## config.mk

```make
export PLATFORM = sky130hd
export DESIGN_NAME = virtual_irq_list_slot_allocator
export DESIGN_NICKNAME = d
export VERILOG_FILES = /design/src/rtl/vilsa_pkg.sv /design/src/rtl/virtual_irq_list_slot_allocator.sv /design/src/rtl/vilsa_ctrl.sv /design/src/rtl/vilsa_dp.sv
export SDC_FILE = /design/constraint.sdc
export NUM_CORES = 1
export LEC_CHECK = 0
export ABC_AREA = 1
export BUFFER_PORTS_ARGS = -buffer_cell sky130_fd_sc_hd__buf_4
export CAP_MARGIN = 20
export CORE_ASPECT_RATIO = 0.6
export CORE_UTILIZATION = 40
export CTS_CLUSTER_SIZE = 14
export DETAILED_ROUTE_END_ITERATION = 12
export PLACE_DENSITY = 0.62
export SKIP_CTS_REPAIR_TIMING = 1
export SLEW_MARGIN = 20
export SYNTH_ARGS = -nofsm -noshare
export SYNTH_HDL_FRONTEND = slang
export SYNTH_SLANG_ARGS = --single-unit
```

## constraint.sdc

```tcl
create_clock -name clk -period 2.6 [get_ports clk]
set_input_delay 0.39 -clock clk [delete_from_list [all_inputs] [get_ports clk]]
set_output_delay 0.39 -clock clk [all_outputs]
set_load 0.02 [all_outputs]
```

## src/rtl/vilsa_pkg.sv

```systemverilog
// ----------------------------------------------------------------------------
// vilsa_pkg
// Shared types and constants of the virtual interrupt list slot allocator.
// ----------------------------------------------------------------------------
package vilsa_pkg;

  localparam int SLOT_W     = 4;
  localparam int MASK_W     = 16;
  localparam int IRQ_W      = 10;
  localparam int FIRST_W    = 10;
  localparam int MAX_W      = 11;
  localparam int CFG_IDX_W  = 2;
  localparam int CFG_DATA_W = 11;
  localparam int WORD_W     = 64;

  localparam logic [FIRST_W-1:0] FIRST_SPI_RESET = 10'd32;
  localparam logic [MAX_W-1:0]   MAX_IRQ_RESET   = 11'd1020;

  localparam logic [WORD_W-1:0] LR_STATE_PENDING = 64'd1 << 62;
  localparam logic [WORD_W-1:0] LR_GROUP1        = 64'd1 << 60;
  localparam logic [WORD_W-1:0] LR_PRIORITY      = 64'h80 << 48;
  localparam logic [WORD_W-1:0] LR_BIT41         = 64'd1 << 41;
  localparam logic [WORD_W-1:0] LR_WORD_BASE     =
    LR_STATE_PENDING | LR_GROUP1 | LR_PRIORITY | LR_BIT41;

  typedef enum logic [CFG_IDX_W-1:0] {
    CFG_FIRST_SPI = 2'd0,
    CFG_MAX_IRQ   = 2'd1
  } cfg_index_t;

  typedef enum logic {
    CMD_INJECT  = 1'b0,
    CMD_RELEASE = 1'b1
  } command_t;

  typedef enum logic [2:0] {
    ST_WRITTEN  = 3'd0,
    ST_PRIVATE  = 3'd1,
    ST_DISABLED = 3'd2,
    ST_RANGE    = 3'd3,
    ST_FULL     = 3'd4,
    ST_NOTHING  = 3'd5
  } status_t;

  typedef enum logic [1:0] {
    S_IDLE,
    S_EVAL,
    S_EMIT
  } ctrl_state_t;

  typedef struct packed {
    logic load;
    logic eval;
  } dp_cmd_t;

  typedef struct packed {
    logic more;
  } dp_stat_t;

endpackage

```

## src/rtl/virtual_irq_list_slot_allocator.sv

```systemverilog
// A request is registered when it is taken in S_IDLE, the slot search runs
// in S_EVAL and the result is registered and offered in S_EMIT. An inject or
// empty release gives one result; a release with k slot bits gives k results,
// one sequencer pass through the search per slot. Output stall holds S_EMIT;
// the next request is taken once the last result is gone. Reset (rst,
// synchronous) frees every slot and restores first_spi = 32, max_irq = 1020.
// ----------------------------------------------------------------------------
// virtual_irq_list_slot_allocator
// Lowest-free slot allocator for virtual interrupt list registers.
// ----------------------------------------------------------------------------
module virtual_irq_list_slot_allocator
  import vilsa_pkg::*;
#(
  parameter int NUM_LRS = 16
)
(
  input  logic                  clk,
  input  logic                  rst,
  input  logic                  cfg_valid,
  output logic                  cfg_ready,
  input  logic [CFG_IDX_W-1:0]  cfg_index,
  input  logic [CFG_DATA_W-1:0] cfg_data,
  input  logic                  in_valid,
  output logic                  in_stall,
  input  logic                  command,
  input  logic [IRQ_W-1:0]      irq_number,
  input  logic                  irq_en,
  input  logic [MASK_W-1:0]     eoi_mask,
  output logic                  out_valid,
  input  logic                  out_stall,
  output logic [2:0]            status,
  output logic [SLOT_W-1:0]     slot_index,
  output logic [WORD_W-1:0]     slot_word,
  output logic                  last
);

  dp_cmd_t  cmd;
  dp_stat_t stat;

  assign cfg_ready = 1'b1;

  vilsa_ctrl u_ctrl (
    .clk       (clk),
    .rst       (rst),
    .in_valid  (in_valid),
    .in_stall  (in_stall),
    .out_valid (out_valid),
    .out_stall (out_stall),
    .cmd       (cmd),
    .stat      (stat)
  );

  vilsa_dp #(
    .NUM_LRS (NUM_LRS)
  ) u_dp (
    .clk         (clk),
    .rst         (rst),
    .cfg_we      (cfg_valid & cfg_ready),
    .cfg_index   (cfg_index),
    .cfg_data    (cfg_data),
    .command     (command),
    .irq_number  (irq_number),
    .irq_en      (irq_en),
    .eoi_mask    (eoi_mask),
    .cmd         (cmd),
    .stat        (stat),
    .status      (status),
    .slot_index  (slot_index),
    .slot_word   (slot_word),
    .last        (last)
  );

endmodule

```

## src/rtl/vilsa_ctrl.sv

```systemverilog
// ----------------------------------------------------------------------------
// vilsa_ctrl
// Sequencer: takes a request, steps the datapath once per result and holds
// each result until the consumer takes it.
// ----------------------------------------------------------------------------
module vilsa_ctrl
  import vilsa_pkg::*;
(
  input  logic     clk,
  input  logic     rst,
  input  logic     in_valid,
  output logic     in_stall,
  output logic     out_valid,
  input  logic     out_stall,
  output dp_cmd_t  cmd,
  input  dp_stat_t stat
);

  ctrl_state_t state, state_next;

  always_ff @(posedge clk) begin
    if (rst) begin
      state <= S_IDLE;
    end else begin
      state <= state_next;
    end
  end

  always_comb begin
    state_next = state;
    cmd        = '0;
    in_stall   = 1'b1;
    out_valid  = 1'b0;
    unique case (state)
      S_IDLE: begin
        in_stall = 1'b0;
        if (in_valid) begin
          cmd.load   = 1'b1;
          state_next = S_EVAL;
        end
      end
      S_EVAL: begin
        cmd.eval   = 1'b1;
        state_next = S_EMIT;
      end
      S_EMIT: begin
        out_valid = 1'b1;
        if (!out_stall) begin
          state_next = stat.more ? S_EVAL : S_IDLE;
        end
      end
      default: state_next = S_IDLE;
    endcase
  end

endmodule

```

## src/rtl/vilsa_dp.sv

```systemverilog
// ----------------------------------------------------------------------------
// vilsa_dp
// Datapath: configuration registers, busy bitmap, request registers, lowest
// free / lowest pending slot search and the result register.
// ----------------------------------------------------------------------------
module vilsa_dp
  import vilsa_pkg::*;
#(
  parameter int NUM_LRS = 16
)
(
  input  logic                  clk,
  input  logic                  rst,
  input  logic                  cfg_we,
  input  logic [CFG_IDX_W-1:0]  cfg_index,
  input  logic [CFG_DATA_W-1:0] cfg_data,
  input  logic                  command,
  input  logic [IRQ_W-1:0]      irq_number,
  input  logic                  irq_en,
  input  logic [MASK_W-1:0]     eoi_mask,
  input  dp_cmd_t               cmd,
  output dp_stat_t              stat,
  output logic [2:0]            status,
  output logic [SLOT_W-1:0]     slot_index,
  output logic [WORD_W-1:0]     slot_word,
  output logic                  last
);

  logic [FIRST_W-1:0] first_spi;
  logic [MAX_W-1:0]   max_irq;
  logic [NUM_LRS-1:0] slot_busy;
  logic [NUM_LRS-1:0] pend;
  command_t           cmd_r;
  logic [IRQ_W-1:0]   nr_r;
  logic               en_r;

  status_t            status_r;
  logic [SLOT_W-1:0]  slot_r;
  logic [WORD_W-1:0]  word_r;
  logic               last_r;

  logic [NUM_LRS-1:0] free_vec;
  logic [NUM_LRS-1:0] free_hot;
  logic [NUM_LRS-1:0] pend_hot;
  logic [SLOT_W-1:0]  free_idx;
  logic [SLOT_W-1:0]  pend_idx;

  function automatic logic [SLOT_W-1:0] enc(input logic [NUM_LRS-1:0] hot);
    logic [SLOT_W-1:0] idx;
    idx = '0;
    for (int i = 0; i < NUM_LRS; i++) begin
      if (hot[i]) idx = idx | SLOT_W'(i);
    end
    return idx;
  endfunction

  assign free_vec = ~slot_busy;
  assign free_hot = free_vec & (~free_vec + NUM_LRS'(1));
  assign pend_hot = pend & (~pend + NUM_LRS'(1));
  assign free_idx = enc(free_hot);
  assign pend_idx = enc(pend_hot);

  always_ff @(posedge clk) begin
    if (rst) begin
      first_spi <= FIRST_SPI_RESET;
      max_irq   <= MAX_IRQ_RESET;
    end else if (cfg_we) begin
      unique case (cfg_index)
        CFG_FIRST_SPI: first_spi <= cfg_data[FIRST_W-1:0];
        CFG_MAX_IRQ:   max_irq   <= cfg_data[MAX_W-1:0];
        default: ;
      endcase
    end
  end

  always_ff @(posedge clk) begin
    if (rst) begin
      slot_busy <= '0;
      pend      <= '0;
    end else if (cmd.load) begin
      pend <= (command == CMD_RELEASE) ? eoi_mask[NUM_LRS-1:0] : '0;
    end else if (cmd.eval) begin
      if (cmd_r == CMD_RELEASE) begin
        slot_busy <= slot_busy & ~pend_hot;
        pend      <= pend & ~pend_hot;
      end else if (nr_r >= first_spi && {1'b0, nr_r} < max_irq && en_r) begin
        slot_busy <= slot_busy | free_hot;
      end
    end
  end

  always_ff @(posedge clk) begin
    if (cmd.load) begin
      cmd_r <= command_t'(command);
      nr_r  <= irq_number;
      en_r  <= irq_en;
    end
  end

  always_ff @(posedge clk) begin
    if (cmd.eval) begin
      slot_r   <= '0;
      word_r   <= '0;
      last_r   <= 1'b1;
      if (cmd_r == CMD_RELEASE) begin
        if (pend == '0) begin
          status_r <= ST_NOTHING;
        end else begin
          status_r <= ST_WRITTEN;
          slot_r   <= pend_idx;
          last_r   <= ((pend & ~pend_hot) == '0);
        end
      end else begin
        priority if (nr_r < first_spi) begin
          status_r <= ST_PRIVATE;
        end else if ({1'b0, nr_r} >= max_irq) begin
          status_r <= ST_RANGE;
        end else if (!en_r) begin
          status_r <= ST_DISABLED;
        end else if (free_hot == '0) begin
          status_r <= ST_FULL;
        end else begin
          status_r <= ST_WRITTEN;
          slot_r   <= free_idx;
          word_r   <= LR_WORD_BASE | WORD_W'(nr_r);
        end
      end
    end
  end

  assign stat.more  = |pend;
  assign status     = status_r;
  assign slot_index = slot_r;
  assign slot_word  = word_r;
  assign last       = last_r;

endmodule

```

Yosys cells after proc, flatten, opt, wreduce, memory -nomap -nowiden. Index checks and enable logic that the tools add are counted.

Mux-type cells: 58. Bitwise operators: 12. Magnitude comparators: 4. Reduce and logical (&&, ||, !) cells: 19. Equality and inequality tests: 5. Add/subtract/negate cells: 2.

Operators with widths (count): 2-to-1 mux 16 bit (6); 2-to-1 mux 4 bit (22); bitwise AND 16 bit (4); inverter 16 bit (4); 2-to-1 mux 63 bit (1); zero test 16 bit (3); 2-to-1 mux 3 bit (14); adder 16 x 1 -> 16 bit (second input constant) (2); OR 16 bit (1); OR reduction 16 bit (1); 2-to-1 mux 2 bit (6); greater-or-equal comparator 10 x 11 -> 1 bit (1); < comparator 10 x 11 -> 1 bit (1); greater-or-equal comparator 10 bit (1); < comparator 10 bit (1); 2-to-1 mux 1 bit (8); AND reduction 2 bit (4); one-hot mux 2 bit (3 select lines) (1); nonzero test 2 bit (3); OR reduction 5 bit (1); == test 2 x 1 -> 1 bit (second input constant) (2); zero test 2 bit (2); inequality test 2 bit (second input constant) (2); OR reduction 4 bit (1); 5 further kinds (8).

Register bits: 139. Bits of input ports: 46. Word-level logic and storage cells: 113.

Depth between registers and ports, before layout. Gate-level depths: netlist of the first run.

Word-level depth: 24. Mapped depth: 14.

Hierarchy. From an unflattened synthesis of the first run, not the netlist that was laid out.

Cell total of the unflattened synthesis: 712. Area, all modules: 5270.1 um^2.

Modules (own cells, without submodules): vilsa_dp (cells each 691, area an instance 5124.9 um^2, times used 1); vilsa_ctrl (cells each 19, area an instance 133.9 um^2, times used 1); virtual_irq_list_slot_allocator (cells each 2, area an instance 11.3 um^2, times used 1).

Worst setup path after synthesis of the first run. OpenSTA, ideal clock, no wires.

Kind: reg2reg. Start: register u_ctrl.state[0]. End: register u_dp.slot_busy[6]. Library setup time: 70 ps. Buffers on the path: 1. Arrival time: 1944 ps. Cell stages (with the launch flop): 8. Path slack: 587 ps. Path through: dfxtp_1 inv_1 nor2_2 inv_1 nor3_2 buf_2 nand4_1 a21oi_1.

Longest elaborated chain between the ends: 4. Elaborated cells on any way between the ends: 6. Those cells by class: eq/ne (1); mux (2); bitwise (1); reduce/logical (2).

RTL lines: from (decl) (RTL line vilsa_ctrl.sv:19) `ctrl_state_t state, state_next;`; from (signal assigned) (RTL line vilsa_ctrl.sv:25) `state <= state_next;`; zero test 2 bit (RTL line vilsa_ctrl.sv:34) `unique case (state)`; 2-to-1 mux 1 bit (RTL line vilsa_ctrl.sv:34); inverter 1 bit (no source line); AND reduction 3 bit (no source line) *; to (signal assigned) (RTL line vilsa_dp.sv:84) `slot_busy <= slot_busy & ~pend_hot;`; to (signal assigned) (RTL line vilsa_dp.sv:87) `slot_busy <= slot_busy | free_hot;`; to (decl) (RTL line vilsa_dp.sv:31) `logic [NUM_LRS-1:0] slot_busy;`.

Every way passes the cells marked *; elsewhere a longest branch is shown, timed or not. A chain may end at the register's enable or synchronous reset.

Final worst setup path of the first run.
Start: register u_dp.nr_r[8]. End: register u_dp.word_r[5], in the netlist u_dp.slot_word[5] (data pin).

Longest elaborated chain between the ends: 2. Elaborated cells on any way between the ends: 3. Those cells by class: order compare (2); reduce/logical (1).

RTL lines: from (decl) (RTL line vilsa_dp.sv:34) `logic [IRQ_W-1:0] nr_r;`; from (signal assigned) (RTL line vilsa_dp.sv:95) `nr_r <= irq_number;`; greater-or-equal comparator 10 x 11 -> 1 bit or < comparator 10 bit (tied branches) (RTL line vilsa_dp.sv:116, vilsa_dp.sv:114); OR reduction 5 bit (no source line) *; to (signal assigned) (RTL line vilsa_dp.sv:125) `word_r <= LR_WORD_BASE | WORD_W'(nr_r);`; to (decl) (RTL line vilsa_dp.sv:39) `logic [WORD_W-1:0] word_r;`.

Marks and branches as above.

==> results.md, run 1 <==
- The post-synthesis adder-cell area fraction is 0.0495.
- In this run the critical register-to-register path is launched from u_dp.nr_r[8]$_DFFE_PP_.
- The beginning of the worst hold path is irq_number[3].
- The number of levels in the clock H-tree is 3.
- The most used cell along the critical path is nand2_1.
- The first-pass iteration count of the detailed router is 5.
- The signal on the critical path passes through ha_1, nand2_1, inv_1, nand2_1, inv_1, nand2_1, nand3_1, a21oi_2, nand2_1, nor2_8, nand2_2, nor2_2.
- In the synthesized netlist, the number of instances is ~660.
- Across the routed clock network, the largest skew measured is between 0.006 and 0.007 ns.
- Clock latency on the worst-skew pair, taken at its later pin, is between 0.3 and 0.4 ns.
- The area of the core is roughly 12000 µm².
- The initial DRC count is ~420.
- The power density of the placed cells is slightly above 600 nW/µm².
- The leading area contributor after synthesis is dfxtp_1.
- For this configuration, the core starts out at a cell density of 0.415.
- The final-report hold violation count is 0.
- The final critical-path required period is about 2.2 ns.
- The number of nets with antenna violations after routing is 0.
- In the global route stage, overall resource usage came out at 0.198.
- The clock net sink count is 86.
- For this run, the register share of the synthesized area comes to 0.402.
- The share of async-settable or async-resettable flops after synthesis is 0.
- In this run the cell area of the synthesized design comes to around 5100 µm².
- The root buffer cell chosen for the clock tree is clkbuf_16.
- The via density per instance is between 4 and 5.
- The number of top-level design ports is around 120.
- By count the netlist is led by 122 x nand2_1, 94 x inv_1, 55 x dfxtp_1.
- The count of final setup violators is 0.
- The number of flops mapped to enable cells by yosys is 31.
- The detailed-route DRC error count is 0.
- Summed over all failing endpoints, the final setup total negative slack is 0 ns.
- The layout overhead on the synthesized area is 15.8%.
- The most used flip-flop cell after synthesis is dfxtp_1.
- The flow ran to the end, and the final reports show no timing, DRC or antenna violations.
- The average cell area after synthesis is just under 8 µm².
- The simple-gate portion of the synthesized area is 0.247.
- The total wire length is 12.5 mm.
- The largest individual stage delay along the critical path comes from the cell edfxtp_1.
- The clock edge transition at the registers on the reported setup and hold paths is approximately 0.070 ns.
- On the worst path, the slowest cell contributes a delay of approximately 0.43 ns.
- The number of synthesized register bits is 86.
- The total number of placement rows is 31.
- Clock tree synthesis inserted a total of 9 buffers.
- The number of max-cap violations is 0.
- During synthesis, Yosys emitted a total of 0 warnings.
- The vertical die dimension is a little under 90 µm.
- The number of buffers on the longest clock path is 2.
- At the pin with the least slew margin, the transition time is just under 0.7 ns.
- The classification of the worst-slack hold path is primary input to flip-flop.
- The initial antenna violation count is 0.
- The max-slew violation count was 0.
- Summed over all nets, the half-perimeter wirelength after detailed placement is 9.72 mm.
- The leakage power figure is between 2 and 3 nW.
- The category of the worst setup path capture point is a flip-flop.
- The fraction of the cycle the final worst path needs is 0.864.
- The pin count of the biggest net entering global routing is 27.
- The average wire per standard cell is ~14 µm.
- After synthesis, the largest family of logic cells by area is simple AND/OR/NAND/NOR gates.
- The count of buffers inserted at the top-level ports is 69.
- Across the VDD grid, the largest voltage drop is ~0.33 mV.
- The critical path is of the flip-flop to flip-flop type.
- Static timing analysis puts the maximum clock frequency at 445 MHz.
- The worst setup path is launched from a flip-flop.
- The clock tree from TritonCTS is yes.
- Along the worst path, the maximum fanout reaches 11.
- By area the synthesized netlist is led by dfxtp_1 22%, edfxtp_1 18%, nand2_1 9.1%, buf_4 8.0%, inv_1 7.0%.
- The antenna diode count is 0.
- Overall power consumption after layout is estimated at between 3 and 4 mW.
- In the post-synthesis netlist, the cell with the most instances is nand2_1.
- Yosys mapped the design onto 40 distinct sky130hd cell types.
- The synthesized-area fraction occupied by ao, oa, aoi and oai cells is 0.134.
- The die is between 100 and 150 µm wide.
- The final layout contains 788 nets.
- The wire length of the first global-routing pass is between 15 and 20 mm.
- The normalized max-slew margin is 0.548.
- The mux contribution to synthesized area is 0.
- The number of global-route vias before repair is approximately 3800.
- The tightest hold path in the finished design has a slack of ~0.22 ns.
- The routability congestion estimate from global placement is 0.938.
- The area share of xor/xnor cells in the synthesized design is 0.
- The die covers 13100 µm².
- The signal arrival time at the worst endpoint is roughly 2.5 ns.
- The area share of the largest cell type after synthesis is 0.218.
- Setup repair after global routing left no endpoint under its margin.
- The global route total overflow is 0.
- The ratio of cells with drive above 1 in the final layout is 0.168.
- For the worst setup path, the data required time is 2.80 ns.
- The critical path starts at u_dp.nr_r[8]$_DFFE_PP_.
- The number of vias after detailed routing is between 4000 and 5000.
## placed cells by master, fill, tap and decap left out, types with 3 or more instances in the layout
master / count
a211oi_1: 7
a21oi_1: 51
buf_4: 78
clkbuf_16: 9
clkinv_4: 3
conb_1: 51
dfxtp_1: 55
edfxtp_1: 31
ha_1: 20
inv_1: 94
nand2_1: 122
nand2_2: 3
nand3_1: 30
nand3b_1: 3
nand4_1: 22
nor2_1: 50
nor2_2: 11
nor2_4: 3
nor3_1: 9
nor3_2: 3
o211ai_1: 13
o21ai_0: 32
o31ai_1: 5
## metal layers
layer  wire length (µm)  vias to the layer above  track usage
li1                   -                     2201            -
met1               6650                     1994        0.312
met2               4550                      179        0.264
met3               1150                       10       0.0444
met4                114                        0       0.0506
met5                  0                        -            0
## area by class of cell
cell class              instances  area [µm²]
repair buffers                 78         586
well taps                     165         206
clock buffers                   9         225
clock inverters                 7        81.3
flip-flops and latches         86        2030
multi-input cells             452        2370
inverters                      95         357
fillers                      1207        6320
## registers in the layout, indices dropped and copies added (netlist names)
name	count
u_dp.en_r	1
u_dp.status	3
u_dp.slot_word	11
u_dp.cmd_r	1
u_dp.slot_busy	16
u_dp.max_irq	11
u_dp.last	1
u_dp.pend	16
u_dp.first_spi	10
u_ctrl.state	2
u_dp.slot_index	4
u_dp.nr_r	10
## metrics by stage
step | setup slack (ns) | instance area (µm²) | instances | util
global route | 0.181 | 5860 | 892 | 0.481
CTS | 0.331 | 5860 | 892 | 0.481
floorplan | 0.587 | 5240 | 705 | -
global placement | 0.451 | 5550 | 876 | 0.456
finish | 0.353 | 5860 | 892 | 0.481
detailed placement | 0.345 | 5550 | 876 | 0.456
## worst max-delay path, delay by kind of cell (launching register included)
| kind | cells | cell delay, ns |
|---|---|---|
| fa+ha+maj | 1 | 0.34 |
| buf+inv | 2 | 0.12 |
| flops | 1 | 0.43 |
| simple gates | 8 | 1.04 |
| compound gates | 1 | 0.18 |
## worst paths after layout
path	cells after the start	slack (ns)	end
hold / removal	1	0.22	u_dp.nr_r[3]$_DFFE_PP_
setup reg to reg	12	0.35	u_dp.slot_word[5]$_SDFFCE_PP0N_
setup / recovery	12	0.35	u_dp.slot_word[5]$_SDFFCE_PP0N_
hold reg to reg	2	0.46	u_dp.first_spi[7]$_SDFFE_PP0P_
## where the power goes
group | internal (mW) | switching, mW
sequential | 1.49 | 0.0603
combinational | 0.249 | 0.510
clock | 0.756 | 0.571
## logic make-up (layout without fill, tap and decap cells)
| group | after synthesis | count (layout) |
|---|---|---|
| flops | 86 | 86 |
| simple gates | 263 | 263 |
| other cells | 2 | 51 |
| compound gates | 118 | 118 |
| fa+ha+maj | 20 | 20 |
| buf+inv | 167 | 189 |
Power figures use the tool's default switching activity.
==> run 2, diff against run 1 <==
--- a/config.mk
+++ b/config.mk
@@ -12,6 +12,7 @@
 export CORE_UTILIZATION = 40
 export CTS_CLUSTER_SIZE = 14
 export DETAILED_ROUTE_END_ITERATION = 12
+export MAX_ROUTING_LAYER = met4
 export PLACE_DENSITY = 0.62
 export SKIP_CTS_REPAIR_TIMING = 1
 export SLEW_MARGIN = 20
==> run 2 against run 1 <==
Die area unchanged. Power up 3.6%. Hold slack improved by 0.0040 ns. Utilization up 0.26 points. Final cell count rose by 0.11%. Sequential share of layout area fell by 0.18 points. Clock power rose by 9%. First-iteration DRC count down 23%. Global-route usage grew 1.1 points. Critical path type unchanged. Largest power group unchanged.
==> results.md, run 2 (same netlist as run 1, synthesis figures left out) <==
- The net switching power of the design is 1.17 mW (+2.3%).
- The detailed placer's ending HPWL was 9.85 mm (+1.3%).
- The area taken by flip-flops and latches is 2030 µm² (unchanged).
- The largest registers in the layout are u_dp.pend x16, u_dp.slot_busy x16.
- TritonCTS built the clock tree.
- The number of nets with antenna violations after routing is 0 (unchanged).
- The top cell types in the final layout, fill and taps aside, are 122 x nand2_1, 94 x inv_1, 79 x buf_4.
- The wire length of the first global-routing pass was 20.3 mm (+3.2%).
- The clock group share of total power was 0.384 (+0.019).
- The number of levels in the clock H-tree is 3 (unchanged).
- The total negative slack for setup checks was 0 ns (unchanged).
- The beginning of the worst hold path is irq_number[3].
- The number of buffers created by CTS came to 9 (unchanged).
- The internal power component is 2.60 mW (+4.3%).
- The maximum clock rate was 446 MHz (+0.18%).
- The highest ir drop seen on vdd came to 0.333 mV (+1.5%).
- The worst setup skew after layout came to 0.00675 ns (+0.000528 ns).
- The worst register-to-register path begins at u_dp.nr_r[8]$_DFFE_PP_.
- The final-report hold violation count is 0 (unchanged).
- The first-pass iteration count of the detailed router was 4 (-1).
- The detailed-route DRC error count is 0 (unchanged).
- The post-layout utilization of the core came to 0.483 (+0.00257).
- The classification of the worst-slack hold path is primary input to flip-flop.
- The vertical die dimension was 89.1 µm (unchanged).
- The tree is rooted in a clkbuf_16.
- The library cell used most frequently in the layout, excluding fill and tap cells, is nand2_1.
- The total wire length is 12.8 mm (+2.6%).
- The area of the core came to 12200 µm² (unchanged).
- The worst hold path terminates at u_dp.nr_r[3]$_DFFE_PP_.
- The slew at the pin closest to its max-slew limit was 0.684 ns (+0.00836 ns).
- The maximum fanout encountered on the critical timing path was 11 (unchanged).
- The number of top-level design ports is 121 (unchanged).
- The total number of placement rows is 31 (unchanged).
- The average wire per standard cell is 14.3 µm (+2.5%).
- The count of buffers inserted at the top-level ports came to 69 (unchanged).
- The initial antenna violation count is 0 (unchanged).
- In this run the critical register-to-register path is captured at u_dp.slot_word[5]$_SDFFCE_PP0N_.
- The fraction of the cycle the final worst path needs came to 0.863 (-0.00155).
- The effective utilization at floorplan is 0.415 (unchanged).
- The number of buffers on the longest clock path is 2 (unchanged).
- The initial DRC count is 325 (-23%).
- The reg2reg setup slack came to 0.36 ns (about the same).
- The critical path data required time came to 2.80 ns (about the same).
- The layout overhead on the synthesized area is 16.5%.
- The fill cell total of the finished layout is 1196 (-0.91%).
- The clock edge transition at the registers on the reported setup and hold paths is 0.07 ns (about the same).
- The die extent in x is 147 µm (unchanged).
- The number of max-cap violations is 0 (unchanged).
- The worst reg2reg path depth is 12 (unchanged).
- The logic gate share of total power is 0.204 (-0.005).
- The die area came to 13100 µm² (unchanged).
- STA classifies the critical path endpoint as a flip-flop.
- The leakage power figure was 2.79 nW (+0.61%).
- The setup path with the least slack is of type flip-flop to flip-flop.
- The number of nets in the final layout is 789 (+0.13%).
- The multi-input logic area is 2370 µm² (unchanged).
- The worst setup path is launched from a flip-flop.
- The ratio of cells with drive above 1 in the final layout is 0.169 (+0.00114).
- The max-slew violation count came to 0 (unchanged).
- The switching power as a share of total power is 0.310 (-0.00411).
- The final standard cell area without fillers came to 5890 µm² (+0.53%).
- The cell that appears most often on the critical path is nand2_1.
- The number of vias after detailed routing is 4385 (+0.023%).
- The critical path goes through ha_1, nand2_1, inv_1, nand2_1, inv_1, nand2_1, nand3_1, a21oi_2, nand2_1, nor2_8, nand2_2, nor2_2.
- Setup repair after global routing left no endpoint under its margin.
- The number of global-route vias before repair is 3885 (+1.8%).
- The normalized max-slew margin came to 0.542 (-0.00559).
- The routability congestion estimate from global placement is 0.953 (+1.7%).
- The clock net sink count is 86 (unchanged).
- The pin count of the biggest net entering global routing is 27 (unchanged).
- The antenna diode count was 0 (unchanged).
- The power density of the placed cells is 640 nW/µm² (+3.1%).
- The global route total overflow came to 0 (unchanged).
- The all-layer global routing usage is 0.210 (+0.0115).
- The via density per instance came to 4.91 (about the same).
- The count of final setup violators was 0 (unchanged).
- The hold path depth was 1 (unchanged).
- The worst hold margin is 0.219 ns (+0.00401 ns).
- The area after detailed placement came to 5560 µm² (+0.14%).
- The peak per-stage delay on the critical path was 0.44 ns (about the same).
- The run finished with clean final reports.
- The proportion of power drawn by flip-flops and latches is 0.411 (-0.015).
- The clock latency reported for the late side of the worst-skew pair came to 0.35 ns (about the same).
- The final critical-path required period is 2.24 ns (-0.00403 ns).
- The cell with the largest stage delay on the worst path is edfxtp_1.
- The signal arrival time at the worst endpoint is 2.45 ns (about the same).
run 2: cell count changes in the layout (fill, tap and decap cells not counted):
| cell | change |
|---|---|
| bufinv_16 | +1 |
| inv_8 | +1 |
| clkinv_4 | -2 |
| buf_4 | +1 |
run 2: power by group through the flow:
stage | sequential, mW | clock (mW) | combinational, mW
final | 1.55 | 1.45 | 0.770
after global routing | 1.56 | 1.52 | 0.855
after CTS | 1.55 | 1.47 | 0.759
after detailed placement | 1.58 | 0 | 0.755
after global placement | 1.57 | 0 | 0.745
after floorplan | 1.59 | 0 | 0.548
run 2: cell type report:
| cell class | count | area share |
|---|---|---|
| multi-input combinational | 452 | 0.402 |
| clock buffer | 9 | 0.0383 |
| sequential | 86 | 0.345 |
| inverter | 95 | 0.0606 |
| timing repair buffer | 79 | 0.101 |
| clock inverter | 7 | 0.0179 |
| tap | 165 | 0.0351 |
run 2: worst max-delay path by stage:
stage | from | to | slack [ns] | cells past startpoint
after floorplan | u_ctrl.state[0]$_SDFFE_PP0P_ | u_dp.slot_busy[6]$_SDFFE_PP0P_ | 0.59 | 7
after global placement | u_dp.nr_r[8]$_DFFE_PP_ | u_dp.slot_word[9]$_SDFFCE_PP0N_ | 0.44 | 12
after detailed placement | u_dp.nr_r[8]$_DFFE_PP_ | u_dp.slot_word[5]$_SDFFCE_PP0N_ | 0.34 | 12
after CTS | u_dp.nr_r[8]$_DFFE_PP_ | u_dp.slot_word[5]$_SDFFCE_PP0N_ | 0.33 | 12
after global routing | u_dp.nr_r[8]$_DFFE_PP_ | u_dp.slot_word[5]$_SDFFCE_PP0N_ | 0.14 | 12
final | u_dp.nr_r[8]$_DFFE_PP_ | u_dp.slot_word[5]$_SDFFCE_PP0N_ | 0.36 | 12
run 2: critical path, delay by kind of cell (launching register included):
kind / cells / cell delay [ns]
buffers and inverters: 2 / 0.11
DFF: 1 / 0.44
and+or+nand+nor: 8 / 1.02
AOI/OAI and AO/OA: 1 / 0.18
adders and majority gates: 1 / 0.34
run 2: metal layers:
metal	routed length [µm]	track usage
met5	0	-
met4	108	0.0431
met3	1080	0.0510
met2	4740	0.271
met1	6870	0.318
run 2: metrics by stage:
step	std cells	setup WS [ns]	total power, mW
after floorplan	705	0.587	2.14
after global placement	877	0.444	2.32
after detailed placement	877	0.343	2.33
after CTS	893	0.330	3.77
after global routing	893	0.137	3.94
final	893	0.357	3.77
